$ cat config.mk
export PLATFORM = sky130hd
export DESIGN_NAME = joystick_speed_mapper_top
export DESIGN_NICKNAME = d
export VERILOG_FILES = /design/src/hw/rtl/jsm_pkg.sv /design/src/hw/rtl/joystick_speed_mapper_top.sv /design/src/hw/rtl/jsm_front.sv /design/src/hw/rtl/jsm_queue.sv /design/src/hw/rtl/jsm_back.sv
export SDC_FILE = /design/constraint.sdc
export NUM_CORES = 2
export LEC_CHECK = 0
export BUFFER_PORTS_ARGS = -buffer_cell sky130_fd_sc_hd__buf_2
export CAP_MARGIN = 20
export CORE_MARGIN = 2
export CORE_UTILIZATION = 55
export CTS_BUF_LIST = sky130_fd_sc_hd__clkbuf_4 sky130_fd_sc_hd__clkbuf_8
export DETAILED_ROUTE_END_ITERATION = 16
export PLACE_DENSITY = 0.73
export SETUP_SLACK_MARGIN = 0.02
export SLEW_MARGIN = 20
export SYNTH_ARGS = -nofsm -noshare
export SYNTH_HDL_FRONTEND = slang
export SYNTH_SLANG_ARGS = --single-unit
export TNS_END_PERCENT = 30
$ cat constraint.sdc
create_clock -name clk -period 18.4 [get_ports clk]
set_input_delay 3.68 -clock clk [delete_from_list [all_inputs] [get_ports clk]]
set_output_delay 3.68 -clock clk [all_outputs]
set_load 0.005 [all_outputs]
$ cat src/hw/rtl/jsm_pkg.sv
package jsm_pkg;

  // Result kinds
  localparam logic [1:0] KIND_BUTTON  = 2'd0;
  localparam logic [1:0] KIND_AXIS    = 2'd1;
  localparam logic [1:0] KIND_IGNORED = 2'd2;

  // Decoded operations handed from front to back
  localparam logic [2:0] OP_NONE     = 3'd0;
  localparam logic [2:0] OP_LIN_UP   = 3'd1;
  localparam logic [2:0] OP_LIN_DN   = 3'd2;
  localparam logic [2:0] OP_ANG_UP   = 3'd3;
  localparam logic [2:0] OP_ANG_DN   = 3'd4;
  localparam logic [2:0] OP_AXIS_LIN = 3'd5;
  localparam logic [2:0] OP_AXIS_ANG = 3'd6;

  // Event type codes (init flag stripped)
  localparam logic [6:0] TYPE_BUTTON = 7'h01;
  localparam logic [6:0] TYPE_AXIS   = 7'h02;

  // Control numbers
  localparam logic [7:0] BTN_LIN_UP = 8'd4;
  localparam logic [7:0] BTN_LIN_DN = 8'd0;
  localparam logic [7:0] BTN_ANG_UP = 8'd3;
  localparam logic [7:0] BTN_ANG_DN = 8'd1;
  localparam logic [7:0] AXIS_LIN   = 8'd1;
  localparam logic [7:0] AXIS_ANG   = 8'd3;

  // Configuration register indexes
  localparam logic [2:0] REG_DEAD_ZONE    = 3'd0;
  localparam logic [2:0] REG_AXIS_GAIN    = 3'd1;
  localparam logic [2:0] REG_LINEAR_STEP  = 3'd2;
  localparam logic [2:0] REG_LINEAR_MIN   = 3'd3;
  localparam logic [2:0] REG_LINEAR_MAX   = 3'd4;
  localparam logic [2:0] REG_ANGULAR_STEP = 3'd5;
  localparam logic [2:0] REG_ANGULAR_MIN  = 3'd6;
  localparam logic [2:0] REG_ANGULAR_MAX  = 3'd7;

  // Reset values
  localparam logic [14:0] RST_DEAD_ZONE    = 15'd1638;
  localparam logic [15:0] RST_AXIS_GAIN    = 16'd34492;
  localparam logic [15:0] RST_LINEAR_STEP  = 16'd25;
  localparam logic [15:0] RST_LINEAR_MIN   = 16'd0;
  localparam logic [15:0] RST_LINEAR_MAX   = 16'd32767;
  localparam logic [15:0] RST_ANGULAR_STEP = 16'd25;
  localparam logic [15:0] RST_ANGULAR_MIN  = 16'd0;
  localparam logic [15:0] RST_ANGULAR_MAX  = 16'd32767;
  localparam logic [15:0] DEFAULT_SCALE    = 16'd16384;

  // Command queue sizing
  localparam int QUEUE_DEPTH = 2;
  localparam int QPTR_W      = $clog2(QUEUE_DEPTH);
  localparam int QCNT_W      = $clog2(QUEUE_DEPTH + 1);

  typedef struct packed {
    logic [14:0] dead_zone;
    logic [15:0] axis_gain;
    logic [15:0] linear_step;
    logic [15:0] linear_min;
    logic [15:0] linear_max;
    logic [15:0] angular_step;
    logic [15:0] angular_min;
    logic [15:0] angular_max;
  } cfg_t;

  typedef struct packed {
    logic [1:0]  kind;
    logic [2:0]  op;
    logic [15:0] adj;   // deadzone-adjusted axis value, two's complement
  } cmd_t;

  // x / 2^15 rounded to nearest (ties away from zero), saturated to 17 bits signed
  function automatic logic signed [16:0] round_sat(input logic signed [33:0] x);
    logic        neg;
    logic [33:0] mag;
    logic [34:0] sum;
    logic [19:0] r;
    logic [16:0] v;
    neg = x[33];
    mag = x;
    if (neg) begin
      mag = ~mag + 34'd1;
    end
    sum = {1'b0, mag} + 35'd16384;
    r   = sum[34:15];
    if (neg) begin
      if (r > 20'd65536) begin
        v = 17'h10000;
      end else begin
        v = ~r[16:0] + 17'd1;
      end
    end else begin
      if (r > 20'd65535) begin
        v = 17'h0FFFF;
      end else begin
        v = r[16:0];
      end
    end
    return $signed(v);
  endfunction

endpackage

$ cat src/hw/rtl/joystick_speed_mapper_top.sv
// Channel  Handshake              Payload
// in       in_valid / in_ready    in_event_type, in_control_number, in_event_value
// out      out_valid / out_ready  out_event_kind, out_linear_speed, out_turn_speed,
//                                 out_linear_scale_now, out_angular_scale_now
// cfg      cfg_wr_en              cfg_index, cfg_data
//
// Button, unmapped-axis and ignored beats finish in the back end's idle state; axis 1 and 3
// beats step through issue, multiply, round, multiply, round on the one shared 17x17 multiplier.
// out_valid is set from the idle state for buttons and from the last round state for mapped axes.
// A 2-entry command queue lets the input side keep accepting while the back end works
// or the result register waits on out_ready.
// Reset (rst_n, synchronous) empties the queue and restores scales and registers.
module joystick_speed_mapper_top (
  input  logic               clk,
  input  logic               rst_n,
  input  logic               in_valid,
  output logic               in_ready,
  input  logic [7:0]         in_event_type,
  input  logic [7:0]         in_control_number,
  input  logic signed [15:0] in_event_value,
  output logic               out_valid,
  input  logic               out_ready,
  output logic [1:0]         out_event_kind,
  output logic signed [16:0] out_linear_speed,
  output logic signed [16:0] out_turn_speed,
  output logic [15:0]        out_linear_scale_now,
  output logic [15:0]        out_angular_scale_now,
  input  logic               cfg_wr_en,
  input  logic [2:0]         cfg_index,
  input  logic [15:0]        cfg_data
);

  jsm_pkg::cfg_t cfg_r, cfg_nxt;
  jsm_pkg::cmd_t front_cmd;
  jsm_pkg::cmd_t head_cmd;
  logic          push;
  logic          pop;
  logic          q_full;
  logic          q_empty;

  // Configuration register writes
  always_comb begin
    cfg_nxt = cfg_r;
    if (cfg_wr_en) begin
      case (cfg_index)
        jsm_pkg::REG_DEAD_ZONE:    cfg_nxt.dead_zone    = cfg_data[14:0];
        jsm_pkg::REG_AXIS_GAIN:    cfg_nxt.axis_gain    = cfg_data;
        jsm_pkg::REG_LINEAR_STEP:  cfg_nxt.linear_step  = cfg_data;
        jsm_pkg::REG_LINEAR_MIN:   cfg_nxt.linear_min   = cfg_data;
        jsm_pkg::REG_LINEAR_MAX:   cfg_nxt.linear_max   = cfg_data;
        jsm_pkg::REG_ANGULAR_STEP: cfg_nxt.angular_step = cfg_data;
        jsm_pkg::REG_ANGULAR_MIN:  cfg_nxt.angular_min  = cfg_data;
        jsm_pkg::REG_ANGULAR_MAX:  cfg_nxt.angular_max  = cfg_data;
        default: ;
      endcase
    end
  end

  always_ff @(posedge clk) begin
    if (!rst_n) begin
      cfg_r.dead_zone    <= jsm_pkg::RST_DEAD_ZONE;
      cfg_r.axis_gain    <= jsm_pkg::RST_AXIS_GAIN;
      cfg_r.linear_step  <= jsm_pkg::RST_LINEAR_STEP;
      cfg_r.linear_min   <= jsm_pkg::RST_LINEAR_MIN;
      cfg_r.linear_max   <= jsm_pkg::RST_LINEAR_MAX;
      cfg_r.angular_step <= jsm_pkg::RST_ANGULAR_STEP;
      cfg_r.angular_min  <= jsm_pkg::RST_ANGULAR_MIN;
      cfg_r.angular_max  <= jsm_pkg::RST_ANGULAR_MAX;
    end else begin
      cfg_r <= cfg_nxt;
    end
  end

  jsm_front u_front (
    .in_valid          (in_valid),
    .in_ready          (in_ready),
    .in_event_type     (in_event_type),
    .in_control_number (in_control_number),
    .in_event_value    (in_event_value),
    .dead_zone         (cfg_r.dead_zone),
    .q_full            (q_full),
    .push              (push),
    .cmd               (front_cmd)
  );

  jsm_queue u_queue (
    .clk     (clk),
    .rst_n   (rst_n),
    .push    (push),
    .cmd_in  (front_cmd),
    .full    (q_full),
    .pop     (pop),
    .empty   (q_empty),
    .cmd_out (head_cmd)
  );

  jsm_back u_back (
    .clk                   (clk),
    .rst_n                 (rst_n),
    .cfg                   (cfg_r),
    .q_empty               (q_empty),
    .cmd                   (head_cmd),
    .pop                   (pop),
    .out_valid             (out_valid),
    .out_ready             (out_ready),
    .out_event_kind        (out_event_kind),
    .out_linear_speed      (out_linear_speed),
    .out_turn_speed        (out_turn_speed),
    .out_linear_scale_now  (out_linear_scale_now),
    .out_angular_scale_now (out_angular_scale_now)
  );

endmodule

$ cat src/hw/rtl/jsm_front.sv
// Front end: takes input beats, classifies them and applies the deadzone
module jsm_front (
  input  logic               in_valid,
  output logic               in_ready,
  input  logic [7:0]         in_event_type,
  input  logic [7:0]         in_control_number,
  input  logic signed [15:0] in_event_value,
  input  logic [14:0]        dead_zone,
  input  logic               q_full,
  output logic               push,
  output jsm_pkg::cmd_t      cmd
);

  logic [6:0]         base;
  logic signed [16:0] val17;
  logic signed [16:0] dz17;
  logic signed [16:0] adj17;

  assign in_ready = !q_full;
  assign push     = in_valid && !q_full;
  assign base     = in_event_type[6:0];
  assign val17    = {in_event_value[15], in_event_value};
  assign dz17     = $signed({2'b00, dead_zone});

  // Symmetric deadzone
  always_comb begin
    if (val17 > dz17) begin
      adj17 = val17 - dz17;
    end else if (val17 < -dz17) begin
      adj17 = val17 + dz17;
    end else begin
      adj17 = 17'sd0;
    end
  end

  // Event decode
  always_comb begin
    cmd.kind = jsm_pkg::KIND_IGNORED;
    cmd.op   = jsm_pkg::OP_NONE;
    cmd.adj  = adj17[15:0];
    if (base == jsm_pkg::TYPE_BUTTON) begin
      cmd.kind = jsm_pkg::KIND_BUTTON;
      if (in_event_value == 16'sd1) begin
        case (in_control_number)
          jsm_pkg::BTN_LIN_UP: cmd.op = jsm_pkg::OP_LIN_UP;
          jsm_pkg::BTN_LIN_DN: cmd.op = jsm_pkg::OP_LIN_DN;
          jsm_pkg::BTN_ANG_UP: cmd.op = jsm_pkg::OP_ANG_UP;
          jsm_pkg::BTN_ANG_DN: cmd.op = jsm_pkg::OP_ANG_DN;
          default:             cmd.op = jsm_pkg::OP_NONE;
        endcase
      end
    end else if (base == jsm_pkg::TYPE_AXIS) begin
      cmd.kind = jsm_pkg::KIND_AXIS;
      case (in_control_number)
        jsm_pkg::AXIS_LIN: cmd.op = jsm_pkg::OP_AXIS_LIN;
        jsm_pkg::AXIS_ANG: cmd.op = jsm_pkg::OP_AXIS_ANG;
        default:           cmd.op = jsm_pkg::OP_NONE;
      endcase
    end
  end

endmodule

$ cat src/hw/rtl/jsm_queue.sv
// Short command queue between front and back
module jsm_queue (
  input  logic          clk,
  input  logic          rst_n,
  input  logic          push,
  input  jsm_pkg::cmd_t cmd_in,
  output logic          full,
  input  logic          pop,
  output logic          empty,
  output jsm_pkg::cmd_t cmd_out
);

  localparam logic [jsm_pkg::QPTR_W-1:0] PTR_LAST = jsm_pkg::QPTR_W'(jsm_pkg::QUEUE_DEPTH - 1);
  localparam logic [jsm_pkg::QCNT_W-1:0] CNT_FULL = jsm_pkg::QCNT_W'(jsm_pkg::QUEUE_DEPTH);

  jsm_pkg::cmd_t               mem_r [jsm_pkg::QUEUE_DEPTH];
  logic [jsm_pkg::QPTR_W-1:0]  wr_ptr_r, wr_ptr_nxt;
  logic [jsm_pkg::QPTR_W-1:0]  rd_ptr_r, rd_ptr_nxt;
  logic [jsm_pkg::QCNT_W-1:0]  count_r, count_nxt;

  assign full    = (count_r == CNT_FULL);
  assign empty   = (count_r == '0);
  assign cmd_out = mem_r[rd_ptr_r];

  // Pointer and fill tracking
  always_comb begin
    wr_ptr_nxt = wr_ptr_r;
    rd_ptr_nxt = rd_ptr_r;
    count_nxt  = count_r;
    if (push) begin
      wr_ptr_nxt = (wr_ptr_r == PTR_LAST) ? '0 : wr_ptr_r + 1'b1;
    end
    if (pop) begin
      rd_ptr_nxt = (rd_ptr_r == PTR_LAST) ? '0 : rd_ptr_r + 1'b1;
    end
    if (push && !pop) begin
      count_nxt = count_r + 1'b1;
    end else if (pop && !push) begin
      count_nxt = count_r - 1'b1;
    end
  end

  always_ff @(posedge clk) begin
    if (!rst_n) begin
      wr_ptr_r <= '0;
      rd_ptr_r <= '0;
      count_r  <= '0;
    end else begin
      wr_ptr_r <= wr_ptr_nxt;
      rd_ptr_r <= rd_ptr_nxt;
      count_r  <= count_nxt;
    end
  end

  // Entry storage
  always_ff @(posedge clk) begin
    if (push) begin
      mem_r[wr_ptr_r] <= cmd_in;
    end
  end

endmodule

$ cat src/hw/rtl/jsm_back.sv
// Back end: scale stepping, shared multiplier sequencer and result register
module jsm_back (
  input  logic               clk,
  input  logic               rst_n,
  input  jsm_pkg::cfg_t      cfg,
  input  logic               q_empty,
  input  jsm_pkg::cmd_t      cmd,
  output logic               pop,
  output logic               out_valid,
  input  logic               out_ready,
  output logic [1:0]         out_event_kind,
  output logic signed [16:0] out_linear_speed,
  output logic signed [16:0] out_turn_speed,
  output logic [15:0]        out_linear_scale_now,
  output logic [15:0]        out_angular_scale_now
);

  localparam logic [2:0] ST_IDLE = 3'd0;
  localparam logic [2:0] ST_MUL1 = 3'd1;
  localparam logic [2:0] ST_RND1 = 3'd2;
  localparam logic [2:0] ST_MUL2 = 3'd3;
  localparam logic [2:0] ST_RND2 = 3'd4;

  logic [2:0]         state_r, state_nxt;
  logic signed [16:0] mul_a_r, mul_a_nxt;
  logic signed [16:0] mul_b_r, mul_b_nxt;
  logic signed [33:0] prod_r, prod_nxt;
  logic               axis_ang_r, axis_ang_nxt;
  logic [15:0]        lin_scale_r, lin_scale_nxt;
  logic [15:0]        ang_scale_r, ang_scale_nxt;
  logic               out_valid_r, out_valid_nxt;
  logic [1:0]         out_kind_r, out_kind_nxt;
  logic signed [16:0] out_lin_r, out_lin_nxt;
  logic signed [16:0] out_ang_r, out_ang_nxt;
  logic [15:0]        out_lin_scale_r, out_lin_scale_nxt;
  logic [15:0]        out_ang_scale_r, out_ang_scale_nxt;

  logic               out_free;
  logic signed [33:0] prod;
  logic signed [16:0] defl;
  logic signed [16:0] speed;
  logic [15:0]        lin_up, lin_dn, ang_up, ang_dn;

  function automatic logic [15:0] step_up(input logic [15:0] s, input logic [15:0] inc,
                                          input logic [15:0] hi);
    logic [16:0] sum;
    sum = {1'b0, s} + {1'b0, inc};
    return (sum > {1'b0, hi}) ? hi : sum[15:0];
  endfunction

  function automatic logic [15:0] step_down(input logic [15:0] s, input logic [15:0] dec,
                                            input logic [15:0] lo);
    logic signed [17:0] diff;
    diff = $signed({2'b00, s}) - $signed({2'b00, dec});
    return (diff < $signed({2'b00, lo})) ? lo : diff[15:0];
  endfunction

  assign out_free = !out_valid_r || out_ready;
  assign prod     = mul_a_r * mul_b_r;
  assign defl     = jsm_pkg::round_sat(-prod_r);
  assign speed    = jsm_pkg::round_sat(prod_r);
  assign lin_up   = step_up(lin_scale_r, cfg.linear_step, cfg.linear_max);
  assign lin_dn   = step_down(lin_scale_r, cfg.linear_step, cfg.linear_min);
  assign ang_up   = step_up(ang_scale_r, cfg.angular_step, cfg.angular_max);
  assign ang_dn   = step_down(ang_scale_r, cfg.angular_step, cfg.angular_min);

  // Sequencer
  always_comb begin
    state_nxt         = state_r;
    mul_a_nxt         = mul_a_r;
    mul_b_nxt         = mul_b_r;
    prod_nxt          = prod_r;
    axis_ang_nxt      = axis_ang_r;
    lin_scale_nxt     = lin_scale_r;
    ang_scale_nxt     = ang_scale_r;
    out_valid_nxt     = out_valid_r;
    out_kind_nxt      = out_kind_r;
    out_lin_nxt       = out_lin_r;
    out_ang_nxt       = out_ang_r;
    out_lin_scale_nxt = out_lin_scale_r;
    out_ang_scale_nxt = out_ang_scale_r;
    pop               = 1'b0;

    if (out_valid_r && out_ready) begin
      out_valid_nxt = 1'b0;
    end

    case (state_r)
      ST_IDLE: begin
        if (!q_empty && out_free) begin
          pop = 1'b1;
          if (cmd.op == jsm_pkg::OP_AXIS_LIN || cmd.op == jsm_pkg::OP_AXIS_ANG) begin
            // deflection = -(adj * gain) first
            mul_a_nxt    = $signed({cmd.adj[15], cmd.adj});
            mul_b_nxt    = $signed({1'b0, cfg.axis_gain});
            axis_ang_nxt = (cmd.op == jsm_pkg::OP_AXIS_ANG);
            state_nxt    = ST_MUL1;
          end else begin
            // buttons, unmapped axes and ignored types finish here
            case (cmd.op)
              jsm_pkg::OP_LIN_UP: lin_scale_nxt = lin_up;
              jsm_pkg::OP_LIN_DN: lin_scale_nxt = lin_dn;
              jsm_pkg::OP_ANG_UP: ang_scale_nxt = ang_up;
              jsm_pkg::OP_ANG_DN: ang_scale_nxt = ang_dn;
              default: ;
            endcase
            out_valid_nxt     = 1'b1;
            out_kind_nxt      = cmd.kind;
            out_lin_nxt       = 17'sd0;
            out_ang_nxt       = 17'sd0;
            out_lin_scale_nxt = lin_scale_nxt;
            out_ang_scale_nxt = ang_scale_nxt;
          end
        end
      end
      ST_MUL1: begin
        prod_nxt  = prod;
        state_nxt = ST_RND1;
      end
      ST_RND1: begin
        // speed = deflection * scale next
        mul_a_nxt = defl;
        mul_b_nxt = $signed({1'b0, axis_ang_r ? ang_scale_r : lin_scale_r});
        state_nxt = ST_MUL2;
      end
      ST_MUL2: begin
        prod_nxt  = prod;
        state_nxt = ST_RND2;
      end
      ST_RND2: begin
        if (out_free) begin
          out_valid_nxt     = 1'b1;
          out_kind_nxt      = jsm_pkg::KIND_AXIS;
          out_lin_nxt       = axis_ang_r ? 17'sd0 : speed;
          out_ang_nxt       = axis_ang_r ? speed : 17'sd0;
          out_lin_scale_nxt = lin_scale_r;
          out_ang_scale_nxt = ang_scale_r;
          state_nxt         = ST_IDLE;
        end
      end
      default: begin
        state_nxt = ST_IDLE;
      end
    endcase
  end

  // Control state
  always_ff @(posedge clk) begin
    if (!rst_n) begin
      state_r     <= ST_IDLE;
      out_valid_r <= 1'b0;
      lin_scale_r <= jsm_pkg::DEFAULT_SCALE;
      ang_scale_r <= jsm_pkg::DEFAULT_SCALE;
    end else begin
      state_r     <= state_nxt;
      out_valid_r <= out_valid_nxt;
      lin_scale_r <= lin_scale_nxt;
      ang_scale_r <= ang_scale_nxt;
    end
  end

  // Datapath and result payload
  always_ff @(posedge clk) begin
    mul_a_r         <= mul_a_nxt;
    mul_b_r         <= mul_b_nxt;
    prod_r          <= prod_nxt;
    axis_ang_r      <= axis_ang_nxt;
    out_kind_r      <= out_kind_nxt;
    out_lin_r       <= out_lin_nxt;
    out_ang_r       <= out_ang_nxt;
    out_lin_scale_r <= out_lin_scale_nxt;
    out_ang_scale_r <= out_ang_scale_nxt;
  end

  assign out_valid             = out_valid_r;
  assign out_event_kind        = out_kind_r;
  assign out_linear_speed      = out_lin_r;
  assign out_turn_speed        = out_ang_r;
  assign out_linear_scale_now  = out_lin_scale_r;
  assign out_angular_scale_now = out_ang_scale_r;

endmodule
After elaboration in Yosys (flattened, before gate mapping). Memories as Yosys holds them, arrays and structs flattened. A register that Yosys moved wholly into a read port is not among the register bits. Index checks and enable logic that the tools add are counted.

$add $sub $neg: 18. $mul: 1. $lt $le $gt $ge: 10. Equal/unequal tests: 28. Multiplexer cells: 67. Bitwise logic cells: 5. Reduce and logical (&&, ||, !) cells: 33.

Operators with widths (number): 17-bit two-way mux (16); 16-bit two-way mux (13); 17-bit case mux with 2 select lines (4); 16-bit case mux with 2 select lines (4); 34-bit by 15-bit adder with 35-bit output (second input constant) (2); 34-bit by 1-bit adder with 34-bit output (second input constant) (2); 34-bit two-way mux (2); 34-bit inverter (2); 20-bit by 16-bit greater-than comparator with 1-bit output (second input constant) (2); 20-bit by 17-bit greater-than comparator with 1-bit output (second input constant) (2); 18-bit by 17-bit less-than comparator with 1-bit output (2); 16-bit by 16-bit adder with 17-bit output (2); 17-bit by 1-bit adder with 17-bit output (second input constant) (2); 17-bit by 16-bit greater-than comparator with 1-bit output (2); 17-bit by 17-bit multiplier with 34-bit output (1); 34-bit negation (1); 17-bit inverter (2); 16-bit by 16-bit subtractor with 17-bit output (2); 3-bit == test (second input constant) (8); 3-bit by 2-bit == test with 1-bit output (second input constant) (6); 16-bit by 17-bit less-than comparator with 1-bit output (1); 15-bit negation with 17-bit output (1); 16-bit adder (1); 16-bit by 2-bit == test with 1-bit output (second input constant) (1); 35 further kinds (81).

Register bits: 304. Memory bits (writable): 42. Bits of input ports: 56. Output and inout port bits: 70. Logic and storage cells: 187. Memories: 1.

Memories: u_queue.mem_r (words 2, bits a word 21, rd ports 1, clocked after Yosys merged registers in 1, write ports 1, line jsm_queue.sv:16) `jsm_pkg::cmd_t mem_r [jsm_pkg::QUEUE_DEPTH];`.

Logic depth before layout (Yosys ltp).
Word-level depth: 11. Gate-level depth with buffers: 28. Mapped depth without buffers: 27.

By module. A second synthesis with hierarchy kept.

Cell total of the unflattened synthesis: 4092. Area, all modules: 36140.9 um^2.

Modules (own cells, without submodules): jsm_back (instances 1, cells each 3163, area each 26909.6 um^2, sequential area each 4804.6 um^2); joystick_speed_mapper_top (instances 1, cells each 458, area each 4850.9 um^2, sequential area each 2542.4 um^2); jsm_front (instances 1, cells each 384, area each 2653.8 um^2, sequential area each 0.0 um^2); jsm_queue (instances 1, cells each 87, area each 1726.7 um^2, sequential area each 1361.3 um^2).

Worst setup path before layout. OpenSTA, ideal clock, no wires.

Path kind: input to register. From: input port out_ready. To: register u_back.out_ang_scale_r[0], in the netlist u_back.out_angular_scale_now[0] (enable). Setup time: 0.494 ns. Arrival: 6.731 ns. Data required time: 17.906 ns. Path slack: 11.174 ns. Stages: 3. Buffers on the path: 0. Cell sequence: nor2b_1 > nand2b_1 > nor2_1.

Longest elaborated chain between the ends: 4. Elaborated cells between the ends (all ways): 5. Classes of those cells: 2 x eq/ne; 3 x reduce/logical.

Ends and longest elaborated chain: start: declaration (line joystick_speed_mapper_top.sv:22) `input logic out_ready,`; 1-bit logical OR * (line jsm_back.sv:58) `assign out_free = !out_valid_r || out_ready;`; 1-bit logical AND (line jsm_back.sv:90) `if (!q_empty && out_free) begin`; 2-bit by 1-bit != test with 1-bit output (no line); 4-bit AND reduction (no line) *; end signal: assignment (line jsm_back.sv:172) `out_ang_scale_r <= out_ang_scale_nxt;`; end: declaration (line jsm_back.sv:36) `logic [15:0] out_ang_scale_r, out_ang_scale_nxt;`.

Mark *: on every way between the ends. The rest lies on a longest branch, timed or not. A chain may end at the register's enable or synchronous reset.

Final worst setup path.
From: register u_back.prod_r[9]. To: register u_back.mul_a_r[13], data pin.

Longest elaborated chain between the ends: 10. Elaborated cells between the ends (all ways): 13. Classes of those cells: 4 x add/sub; 2 x order compare; 5 x mux; 2 x bitwise.

Ends and longest elaborated chain: start: declaration (line jsm_back.sv:27) `logic signed [33:0] prod_r, prod_nxt;`; start signal: assignment (line jsm_back.sv:166) `prod_r <= prod_nxt;`; 34-bit negation * (line jsm_back.sv:60) `assign defl = jsm_pkg::round_sat(-prod_r);`; 34-bit inverter (line jsm_pkg.sv:82) `mag = ~mag + 34'd1;`; 34-bit by 1-bit adder with 34-bit output (line jsm_pkg.sv:82); 34-bit two-way mux (line jsm_pkg.sv:81) `if (neg) begin`; 34-bit by 15-bit adder with 35-bit output (line jsm_pkg.sv:84) `sum = {1'b0, mag} + 35'd16384;`; 17-bit inverter (line jsm_pkg.sv:90) `v = ~r[16:0] + 17'd1;`; 17-bit by 1-bit adder with 17-bit output (line jsm_pkg.sv:90); 17-bit two-way mux (line jsm_pkg.sv:87) `if (r > 20'd65536) begin`; 17-bit two-way mux * (line jsm_pkg.sv:86) `if (neg) begin`; 17-bit case mux with 2 select lines * (line jsm_back.sv:88) `case (state_r)`; via u_back.mul_a_nxt[13] (line jsm_back.sv:25) `logic signed [16:0] mul_a_r, mul_a_nxt;`; end signal: assignment (line jsm_back.sv:164) `mul_a_r <= mul_a_nxt;`; end: declaration (line jsm_back.sv:25).

The timed path passes the listed nets; every way through them passes the cells marked *.

==> results.sh <==
export IMPL_synth_edff_count=178
export IMPL_max_cap_viol_count=0
export IMPL_synth_commonest_cells="576 x inv_1, 509 x nand2_1, 285 x fa_1, 270 x ha_1, 216 x nor2_1"
export IMPL_status="completed"
export IMPL_cts_sinks=346
export IMPL_cp_start_kind="flop"
export IMPL_cts_buffer_depth=3
export IMPL_htreeDepth=2
export IMPL_nNetsFinal=4706
export IMPL_yosysMostFrequentCell="inv_1"
export IMPL_syn_avg_cell_area_um2=8.70
export IMPL_slowest_delay_ns=0.86
export IMPL_ctsHoldBuffers=0
export IMPL_relSlewSlack_pct=23.8
export IMPL_num_vias=29100
export IMPL_dr_pass1_iters=6
export IMPL_end_kind="flop"
export IMPL_yosysTopAreaCellShare_pct=16.1
export IMPL_synth_fp_nets=4688
export IMPL_chipHeight_um=258
export IMPL_crit_path_max_fanout=44
export IMPL_grt_antenna_before_repair=2
export IMPL_io_buffers=124
export IMPL_fin_ws_ns=10.53
export IMPL_drtIter0Drc=2219
export IMPL_drtAntennaViolNets=0
export IMPL_min_period_ns=7.87
export IMPL_die_width_um=258
export IMPL_dpl_hpwl_um=71800
export IMPL_synth_area_top_cells="fa_1 16%, edfxtp_1 15%, ha_1 9.5%"
export IMPL_overflow=0
export IMPL_drv_slew=0
export IMPL_grt_pass1_vias=28700
export IMPL_clk_latency_ns=0.70
export IMPL_pre_cts_ws_ns=10.35
export IMPL_drt_vias_per_instance=5.81
export IMPL_fmax_ghz=0.127
export IMPL_routed_wl_um=96400
export IMPL_numCtsBuffers=57
export IMPL_worstPathCellList="nor3_2, and4_1, nand3_1, or3_1, nor2_1, ha_1, buf_4, inv_1, o21ai_0, xnor2_1, ha_1, or3b_2, o21ai_0, nor3_2, nor4_1, xnor2_1, o211ai_1, nor4_2, nand4_1, a21oi_1, a32oi_1, a32oi_1"
export IMPL_grt_pass1_wl_um=155000
export IMPL_synth_distinct_cells=102
export IMPL_ios=126
export IMPL_cts_tree="done"
export IMPL_worst_ep_arrival_time_ns=8.34
export IMPL_finClkSkew_ns=0.0697
export IMPL_required_ns=18.87
export IMPL_async_flop_share_pct=0
export IMPL_hp_class="reg2reg"
export IMPL_rsz0062_at_grt="false"
export IMPL_clockRootBuffer="clkbuf_8"
export IMPL_synth_area_leader_cell="fa_1"
export IMPL_yosysWarningCount=0
export IMPL_grt_start_max_net_pins=98
export IMPL_die_area_um2=66500
export IMPL_drive_above_1_share_pct=8.86
export IMPL_yosys_most_used_dff="edfxtp_1"
export IMPL_yosysSeqAreaShare_pct=24.6
export IMPL_cts_resized_gates=0
export IMPL_core_rowCount=93
export IMPL_start_util_pct=55.3
export IMPL_fp_coreArea_um2=64100
export IMPL_hold_viol_final=0
export IMPL_gr_usage_all_layers_pct=29.3
export IMPL_syn_inst=4077
export IMPL_critPathSlowestCell="a21oi_1"
export IMPL_period_share_pct=42.8
export IMPL_synth_seq_cells=346
export IMPL_syn_cell_area_um2=35500
export IMPL_path_clk_slew_ns=0.07
export IMPL_post_drt_wl_per_cell_um=19.3
export IMPL_area_growth_pct=7.15
export IMPL_setup_tns_ns=0
export IMPL_crit_type="reg2reg"
export IMPL_drc_errors=0
export IMPL_post_cts_repair_setup_buffers=0
export IMPL_setup_violations=0
export IMPL_gp_congestion=0.930
export IMPL_worst_slew_pin_transition_ns=1.14
==> area by class of cell <==
type	instances	area, um^2
fillers	5679	26100
multi-input cells	2959	23900
flip-flops and latches	346	8710
inverters	578	2170
well taps	855	1070
clock buffers	72	922
repair buffers	153	853
clock inverters	35	375
diodes	2	5.00
==> state kept, by name, summed over array words and instances (netlist names), named ones only <==
signal,count
u_back.out_linear_scale_now,16
u_queue.rd_ptr_r,1
u_back.out_turn_speed,17
u_back.out_event_kind,2
u_back.mul_a_r,17
u_back.out_valid,1
cfg_r,127
u_back.out_angular_scale_now,16
u_queue.wr_ptr_r,1
u_back.lin_scale_r,16
u_back.out_linear_speed,17
u_back.state_r,3
u_back.axis_ang_r,1
u_back.mul_b_r,16
u_back.ang_scale_r,16
u_queue.count_r,2
u_back.prod_r,34
u_queue.mem_r,42
==> through the flow <==
step | util, % | instance area, um^2 | hold WS [ns] | instances
3_3_place_gp | 57.2 | 36700 | 0.451 | 4890
2_1_floorplan | - | 35500 | 0.441 | 4077
6_report | 59.3 | 38000 | 0.465 | 5000
5_1_grt | 59.3 | 38000 | 0.492 | 5000
4_1_cts | 59.2 | 38000 | 0.469 | 4997
3_5_place_dp | 57.2 | 36700 | 0.455 | 4890
==> layer usage <==
metal | global-route usage (%) | share of wire (%) | vias to the layer above
li1 | - | - | 13800
met4 | 11.4 | 3.8 | 0
met1 | 38.0 | 42 | 14100
met2 | 49.8 | 49 | 905
met3 | 3.71 | 6.0 | 208
met5 | 0 | 0 | -
==> critical path: cells and delay by family (launching register included) <==
kind	cells	cell delay, ns
compound gates	6	2.10
xor+xnor	2	0.45
fa+ha+maj	2	0.47
buf+inv	2	0.60
flops	1	0.51
simple gates	10	3.49
==> logic make-up after synthesis <==
kind of cell,after synthesis,synth area share (%)
AOI/OAI and AO/OA,817,15.8
and+or+nand+nor,1293,18.0
DFF,346,24.6
adders and majority gates,555,25.6
muxes,109,3.18
buffers and inverters,772,8.30
xor gates and xnor gates,185,4.59
==> cells in the final DEF, fill, tap and decap left out, types with 59 or more instances in the layout <==
master / netlist / final
edfxtp_1: 178 / 178
and2_1: 145 / 145
nand3_1: 73 / 73
mux2i_1: 80 / 80
nand2_1: 509 / 508
clkbuf_8: 0 / 61
a21oi_1: 170 / 170
o211ai_1: 59 / 59
o21ai_0: 169 / 168
inv_1: 576 / 576
a21boi_0: 94 / 94
ha_1: 270 / 270
nor2_1: 216 / 210
buf_2: 11 / 123
dfxtp_1: 168 / 168
fa_1: 285 / 285
xnor2_1: 130 / 130
nor3_1: 69 / 67
==> path summary, 6_finish.rpt <==
| check | start | endpoint | slack [ns] | cells after the start |
|---|---|---|---|---|
| setup / recovery | u_back.prod_r[9] | u_back.mul_a_r[13] | 10.53 | 22 |
| hold / removal | cfg_r[102] | cfg_r[102] | 0.47 | 2 |
| setup reg to reg | u_back.prod_r[9] | u_back.mul_a_r[13] | 10.53 | 22 |
| hold reg to reg | cfg_r[102] | cfg_r[102] | 0.47 | 2 |
Power is left out: the tool's default activity adds up to more than one toggle a clock period on the data nets, which glitch-free logic cannot reach.
